## src/sktab_pkg.sv

```systemverilog
`timescale 1ns / 1ps

package sktab_pkg;

    // Table geometry.
    localparam int TABLE_DEPTH = 16;
    localparam int NAME_BYTES  = 8;

    // Fixed field widths.
    localparam int SCORE_W   = 32;
    localparam int NAME_W    = 64;
    localparam int ENTRIES_W = 5;
    localparam int NLEN_W    = 4;
    localparam int RIDX_W    = 4;
    localparam int PLACED_W  = 5;
    localparam int CFG_IDX_W = 1;
    localparam int CFG_DAT_W = 5;

    // Derived widths: a cell position and a count that can hold TABLE_DEPTH itself.
    localparam int IDX_W = (TABLE_DEPTH > 1) ? $clog2(TABLE_DEPTH) : 1;
    localparam int CNT_W = $clog2(TABLE_DEPTH + 1);

    // Configuration register indexes.
    localparam logic [CFG_IDX_W-1:0] CFG_ENTRIES  = 1'd0;
    localparam logic [CFG_IDX_W-1:0] CFG_NAME_LEN = 1'd1;

    typedef enum logic [1:0] {
        MODE_INSERT   = 2'd0,
        MODE_READ_IDX = 2'd1,
        MODE_READ_LOW = 2'd2,
        MODE_NONE     = 2'd3
    } t_mode;

    // Values broadcast from the top level to every cell.
    typedef struct packed {
        logic signed [SCORE_W-1:0] score;
        logic [NAME_W-1:0]         name;
        logic [CNT_W-1:0]          count;
    } t_bcast;

    // Keeps the first len bytes of a name, clearing the rest.
    function automatic logic [NAME_W-1:0] name_mask(input logic [NLEN_W-1:0] len);
        logic [NAME_W-1:0] mask;
        mask = '0;
        for (int b = 0; b < NAME_W / 8; b++) begin
            if ((b < NAME_BYTES) && (b < int'(len))) begin
                mask[b*8 +: 8] = 8'hFF;
            end
        end
        return mask;
    endfunction

endpackage

```

## src/sktab_cell.sv

```systemverilog
`timescale 1ns / 1ps

module sktab_cell
    import sktab_pkg::*;
(
    input  logic                      i_clk,
    input  logic                      i_rst_n,
    input  logic [IDX_W-1:0]          i_cell_idx,
    input  t_bcast                    i_bcast,
    input  logic                      i_commit,
    input  logic                      i_found,
    input  logic signed [SCORE_W-1:0] i_prev_score,
    input  logic [NAME_W-1:0]         i_prev_name,
    output logic                      o_found,
    output logic                      o_here,
    output logic signed [SCORE_W-1:0] o_score,
    output logic [NAME_W-1:0]         o_name
);

    logic signed [SCORE_W-1:0] r_score;
    logic signed [SCORE_W-1:0] n_score;
    logic [NAME_W-1:0]         r_name;
    logic [NAME_W-1:0]         n_name;
    logic                      w_live;
    logic                      w_hit;

    // A live cell is a candidate when its score is not above the new one.
    assign w_live  = {{(CNT_W-IDX_W){1'b0}}, i_cell_idx} < i_bcast.count;
    assign w_hit   = w_live && !(r_score > i_bcast.score);
    assign o_found = i_found || w_hit;
    assign o_here  = w_hit && !i_found;
    assign o_score = r_score;
    assign o_name  = r_name;

    always_comb begin
        n_score = r_score;
        n_name  = r_name;
        if (i_commit && w_live) begin
            if (i_found) begin
                n_score = i_prev_score;
                n_name  = i_prev_name;
            end else if (w_hit) begin
                n_score = i_bcast.score;
                n_name  = i_bcast.name;
            end
        end
    end

    always_ff @(posedge i_clk) begin
        if (!i_rst_n) begin
            r_score <= '0;
            r_name  <= '0;
        end else begin
            r_score <= n_score;
            r_name  <= n_name;
        end
    end

endmodule

```

## config.mk

```make
export PLATFORM = sky130hd
export DESIGN_NAME = sktab_cell
export DESIGN_NICKNAME = d
export VERILOG_FILES = /design/src/sktab_pkg.sv /design/src/sktab_cell.sv
export SDC_FILE = /design/constraint.sdc
export NUM_CORES = 1
export LEC_CHECK = 0
export BUFFER_PORTS_ARGS = -buffer_cell sky130_fd_sc_hd__buf_4
export CAP_MARGIN = 25
export CORE_MARGIN = 2
export CORE_UTILIZATION = 40
export CTS_CLUSTER_DIAMETER = 50
export DETAILED_ROUTE_END_ITERATION = 7
export PLACE_DENSITY_LB_ADDON = 0.12
export SYNTH_ARGS = -nofsm -noshare
export SYNTH_HDL_FRONTEND = slang
export SYNTH_SLANG_ARGS = --single-unit
export TNS_END_PERCENT = 1
```

## constraint.sdc

```tcl
create_clock -name i_clk -period 5.6 [get_ports i_clk]
set_clock_uncertainty 0.2 [all_clocks]
set_input_delay 0.56 -clock i_clk [delete_from_list [all_inputs] [get_ports i_clk]]
set_output_delay 0.56 -clock i_clk [all_outputs]
set_load 0.05 [all_outputs]
```

==> impl_metrics.env, run 1 <==
export IMPL_cts_tree="built"
export IMPL_cts_resized=0
export IMPL_drtIter0Drc=311
export IMPL_yosys_warnings=0
export IMPL_drive_gt1_share_pct=43.9
export IMPL_max_freq_mhz=289
export IMPL_setup_tns_ps=0
export IMPL_die_y_um=121
export IMPL_vias=5526
export IMPL_start_util_pct=41.3
export IMPL_wl_per_cell_um=17.7
export IMPL_critPathLaunchType="input pin"
export IMPL_synth_top_area_share_pct=34.9
export IMPL_drt_total_wl_mm=18.0
export IMPL_worst_pin_slew_ps=1050
export IMPL_fin_crit_ps=3460
export IMPL_ff_latch_area_um2=1920
export IMPL_htree_levels=3
export IMPL_drv_cap=0
export IMPL_num_io_pins=303
export IMPL_power_mw=2.37
export IMPL_grt_pass1_vias=5424
export IMPL_status="finished clean"
export IMPL_clkTransAtPathRegs_ps=70
export IMPL_synth_area_um2=5510
export IMPL_antenna_found_initial=0
export IMPL_ir_worst_vdd_uv=169
export IMPL_grt_max_degree=97
export IMPL_cts_root_buf="clkbuf_16"
export IMPL_design_die_area_um2=14700
export IMPL_antenna_left=0
export IMPL_whs_ps=325
export IMPL_die_w_um=121
export IMPL_gr_total_overflow=0
export IMPL_insertion_delay_ps=340
export IMPL_fin_util_pct=60.6
export IMPL_area_delta_synth_final_pct=46.9
export IMPL_rsz0062_at_grt="no"
export IMPL_synth_fp_nets=810
export IMPL_synthFlopType="dfxtp_1"
export IMPL_cts_hold_fix_buffers=0
export IMPL_leakage_nw=3.89
export IMPL_ys_top_cells_by_area="dfxtp_1, mux2i_1, a21oi_1, a211oi_2, ha_1"
export IMPL_synth_seq_cells=96
export IMPL_p_per_area_nw_per_um2=292
export IMPL_crit_path_max_fanout=96
export IMPL_dr_pass1_iters=4
export IMPL_cts_sinks=96
export IMPL_cp_required_ps=5630
export IMPL_multiInputGateArea_um2=3210
export IMPL_relSlewSlack_pct=30.1
export IMPL_avgViaCountPerCell=5.43
export IMPL_numCtsBuffers=9
export IMPL_synth_most_common_cell="a21oi_1"
export IMPL_post_cts_buffers=0
export IMPL_hold_violations=0
export IMPL_n_antenna_cell=0
export IMPL_yosys_area_top_type="dfxtp_1"
export IMPL_critPathKind="input pin to register"
export IMPL_nFillCells=1172
export IMPL_grt_pass1_wl_mm=27.4
export IMPL_row_count=42
export IMPL_nets=1077
export IMPL_crit_arrival_ps=3490
export IMPL_yosysUniqueCellTypes=35
export IMPL_grt_usage_pct=23.4
export IMPL_clockBufferDepth=2
export IMPL_synth_edff_count=0
export IMPL_port_buffers=302
export IMPL_hold_path_class="register to register"
export IMPL_postSynthCellCount=570
export IMPL_synthTopCellsByCount="a21oi_1, dfxtp_1, mux2i_1"
export IMPL_timing_final_crit_share_pct=61.7
export IMPL_async_flop_share_pct=0
export IMPL_maxSlewViolCount=0
export IMPL_fin_cells=1018
export IMPL_drc=0
export IMPL_numPlacedInstances=1002
export IMPL_dp_hpwl_mm=13.2
export IMPL_endpoint_kind="register"
export IMPL_synth_seq_area_share_pct=34.9
export IMPL_gp_congestion=0.872
export IMPL_fp_coreArea_um2=13300
export IMPL_setup_violations=0
export IMPL_avgSynthCellArea_um2=9.67
[power breakdown]
part	switching [mW]	total, mW	internal, mW
Clock	0.267	0.570	0.304
Sequential	0.0584	0.827	0.768
Combinational	0.610	0.970	0.360
Total	0.935	2.37	1.43
[layout by cell type, fill, tap and decap left out, types with 7 or more instances in the layout]
cell,instances
a211oi_1,57
a211oi_2,40
a21oi_1,109
buf_4,308
clkbuf_16,9
dfxtp_1,96
ha_1,35
inv_1,36
mux2i_1,96
nand2_1,7
nand4_1,7
[sequential cells by signal, summed over array words and instances, names as in the netlist]
register,flops
o_name,64
o_score,32
[critical path: stages]
cell       delay, ps
buf_4             90
inv_1             40
ha_1             320
a21oi_1          150
o21ai_0          110
a221o_1          310
o31a_1           370
o2111ai_4        210
buf_4            800
a21oi_1          160
a211oi_1         290
[final timing paths]
path | endpoint | startpoint | slack (ps) | cells after the start
min | o_name[38] | o_name[38] | 320 | 2
min reg2reg | o_name[38] | o_name[38] | 320 | 2
max reg2reg | o_score[21] | o_score[14] | 2150 | 9
max | o_score[21] | i_bcast[76] | 2140 | 11
[per-stage QoR]
step                      setup WS (ps)  cell area, um2
after floorplan                    1650            5510
after global placement             1730            7800
after detailed placement           1840            7830
after CTS                          2190            8090
after global routing               1950            8090
final                              2140            8090
[layout make-up]
cell class                 instances  area share [%]
timing repair buffer             309            28.9
inverter                          37            1.73
sequential                        96            23.7
clock inverter                     4           0.371
clock buffer                      12            2.92
multi-input combinational        384            39.6
tap                              176            2.72
[per-layer routing]
layer  vias up  track usage [%]  part of all wire, %
met5         -                0                    0
met4         0             8.76                  2.2
met3        28             5.97                  8.7
met2       247             42.2                   51
met1      2577             26.5                   39
li1       2674                -                    -
[kinds of logic (layout without fill, tap and decap cells)]
group / Yosys count / after routing / share of synthesized area, %
buffers and inverters: 90 / 362 / 7.38
muxes: 96 / 96 / 17.4
adders and majority gates: 35 / 35 / 7.95
and+or+nand+nor: 30 / 30 / 3.06
AOI/OAI and AO/OA: 223 / 223 / 29.3
DFF: 96 / 96 / 34.9
Power figures use the tool's default switching activity.
==> run 2, diff against run 1 <==
==> constraint.sdc (replaced) <==
create_clock -name i_clk -period 2.8 [get_ports i_clk]
set_clock_uncertainty 0.2 [all_clocks]
set_input_delay 0.28 -clock i_clk [delete_from_list [all_inputs] [get_ports i_clk]]
set_output_delay 0.28 -clock i_clk [all_outputs]
set_load 0.05 [all_outputs]
==> impl_metrics.env, run 2 (synthesis results as in run 1) <==
export IMPL_nets=1102
export IMPL_drtIter0Drc=179
export IMPL_relSlewSlack_pct=55.9
export IMPL_rsz0062_at_grt="yes"
export IMPL_cts_root_buf="clkbuf_16"
export IMPL_drc=0
export IMPL_reg2reg_depth=12
export IMPL_pre_cts_slack_ps=-181
export IMPL_p_per_area_nw_per_um2=574
export IMPL_die_w_um=121
export IMPL_leakage_nw=4.09
export IMPL_fin_crit_ps=2930
export IMPL_cp_required_ps=2320
export IMPL_gr_total_overflow=0
export IMPL_gp_congestion=0.863
export IMPL_crit_path_max_fanout=3
export IMPL_vias=5612
export IMPL_reg2reg_from="o_score[31]"
export IMPL_setup_slack_ps=-129
export IMPL_num_io_pins=303
export IMPL_htree_levels=3
export IMPL_hold_path_class="input pin to register"
export IMPL_cts_sinks=96
export IMPL_numPlacedInstances=1023
export IMPL_clkPwrFrac_pct=25.0
export IMPL_die_y_um=121
export IMPL_status="finished with violations"
export IMPL_numCtsBuffers=9
export IMPL_worstHoldEndpoint="o_score[10]"
export IMPL_area_delta_synth_final_pct=59.0
export IMPL_ir_worst_vdd_uv=290
export IMPL_cp_top_family="compound AO/OA/AOI/OAI gates"
export IMPL_drt_total_wl_mm=18.1
export IMPL_grt_usage_pct=23.7
export IMPL_grt_max_degree=82
export IMPL_violations="negative setup slack"
export IMPL_dr_pass1_iters=4
export IMPL_drv_cap=0
export IMPL_fp_coreArea_um2=13300
export IMPL_antenna_left=0
export IMPL_avgViaCountPerCell=5.38
export IMPL_antenna_found_initial=0
export IMPL_p_sw_share_pct=38.3
export IMPL_n_antenna_cell=0
export IMPL_whs_path_depth=3
export IMPL_layout_common_cells="buf_4, a21oi_1, mux2i_1"
export IMPL_p_sw_mw=1.93
export IMPL_combPwrFrac_pct=41.8
export IMPL_max_freq_mhz=341
export IMPL_cts_tree="built"
export IMPL_slowest_stage="dfxtp_4"
export IMPL_critPathBufInv=1
export IMPL_clockBufferDepth=2
export IMPL_setup_violations=2
export IMPL_port_buffers=302
export IMPL_grt_pass1_wl_mm=27.8
export IMPL_max_stage_delay_ps=350
export IMPL_drive_gt1_share_pct=51.9
export IMPL_dp_hpwl_mm=13.2
export IMPL_start_util_pct=41.3
export IMPL_grt_pass1_vias=5602
export IMPL_endpoint_kind="output port"
export IMPL_layout_commonest_cell="buf_4"
export IMPL_p_int_mw=3.10
export IMPL_critPathKind="register to output port"
export IMPL_largest_reg_flops=64
export IMPL_hold_violations=0
export IMPL_path_cells="ha_4 -> a21oi_2 -> nand2_1 -> a221o_1 -> o31a_1 -> o211ai_1 -> o31ai_4 -> o21ai_2 -> buf_6"
export IMPL_critPathLaunchType="register"
export IMPL_setup_tns_ps=-243
export IMPL_insertion_delay_ps=340
export IMPL_whs_ps=82.4
export IMPL_wl_per_cell_um=17.3
export IMPL_min_from="i_prev_score[10]"
export IMPL_clkTransAtPathRegs_ps=70
export IMPL_worst_pin_slew_ps=661
export IMPL_seqPwrFrac_pct=33.2
export IMPL_worstReg2RegEnd="o_name[29]"
export IMPL_timing_final_crit_share_pct=105
export IMPL_crit_arrival_ps=2450
export IMPL_design_die_area_um2=14700
export IMPL_rrSetupSlack_ps=10
export IMPL_maxSlewViolCount=0
export IMPL_fin_cells=1043
export IMPL_fin_util_pct=65.6
export IMPL_row_count=42
run 2: cell types whose count changed in the layout (fill, tap and decap cells not counted), sizes merged:
cell,change
buf,+25
inv,+1
bufinv,+1
clkinv,-2
run 2: worst max-delay path by stage:
| stage | from | endpoint | slack [ps] | depth (start not counted) |
|---|---|---|---|---|
| 2_1_floorplan | o_score[14] | o_found | -30 | 8 |
| 3_3_place_gp | i_bcast[76] | o_found | -140 | 10 |
| 3_5_place_dp | i_bcast[83] | o_found | -180 | 10 |
| 4_1_cts | o_score[12] | o_found | -130 | 9 |
| 5_1_grt | o_score[14] | o_found | -270 | 9 |
| 6_report | o_score[14] | o_found | -130 | 9 |
run 2: power groups by stage:
stage | registers, mW | logic, mW | clock network, mW
2_1_floorplan | 2.25 | 0.708 | 0
3_3_place_gp | 1.68 | 1.99 | 0
3_5_place_dp | 1.68 | 2.02 | 0
4_1_cts | 1.67 | 2.09 | 1.29
5_1_grt | 1.69 | 2.23 | 1.34
6_report | 1.67 | 2.10 | 1.26
run 2: area by class of cell:
| class | count | area, um2 |
|---|---|---|
| Clock inverter | 4 | 52.6 |
| Timing Repair Buffer | 334 | 2660 |
| Sequential cell | 96 | 1970 |
| Inverter | 37 | 141 |
| Multi-Input combinational cell | 384 | 3470 |
| Clock buffer | 12 | 246 |
| Fill cell | 1083 | 4590 |
| Tap cell | 176 | 220 |
run 2: per-stage QoR:
stage          instance area [um2]  power, mW
5_1_grt                       8760       5.26
2_1_floorplan                 5580       2.96
6_report                      8760       5.03
4_1_cts                       8720       5.04
3_3_place_gp                  8160       3.67
3_5_place_dp                  8160       3.70
run 2: layer usage:
layer  up-vias  global-route usage [%]  routed length, um
met3        24                    3.85               1050
met1      2677                    28.5               7400
met4         0                    8.48                393
met5         -                       0                  0
li1       2726                       -                  -
met2       185                    42.5               9230
run 2: timing repair:
action | in CTS | in global routing
endpoints found under the setup margin | 11 | 98
resized for setup | 30 | 9
hold buffers | 0 | 0
pin swaps | 11 | 19
setup buffers | 4 | 0
run 2: worst register-to-register path, delay by kind of cell (launching register included):
kind	cells	cell delay (ps)
compound gates	5	990
buf+inv	4	680
flops	1	340
simple gates	2	200
fa+ha+maj	1	300
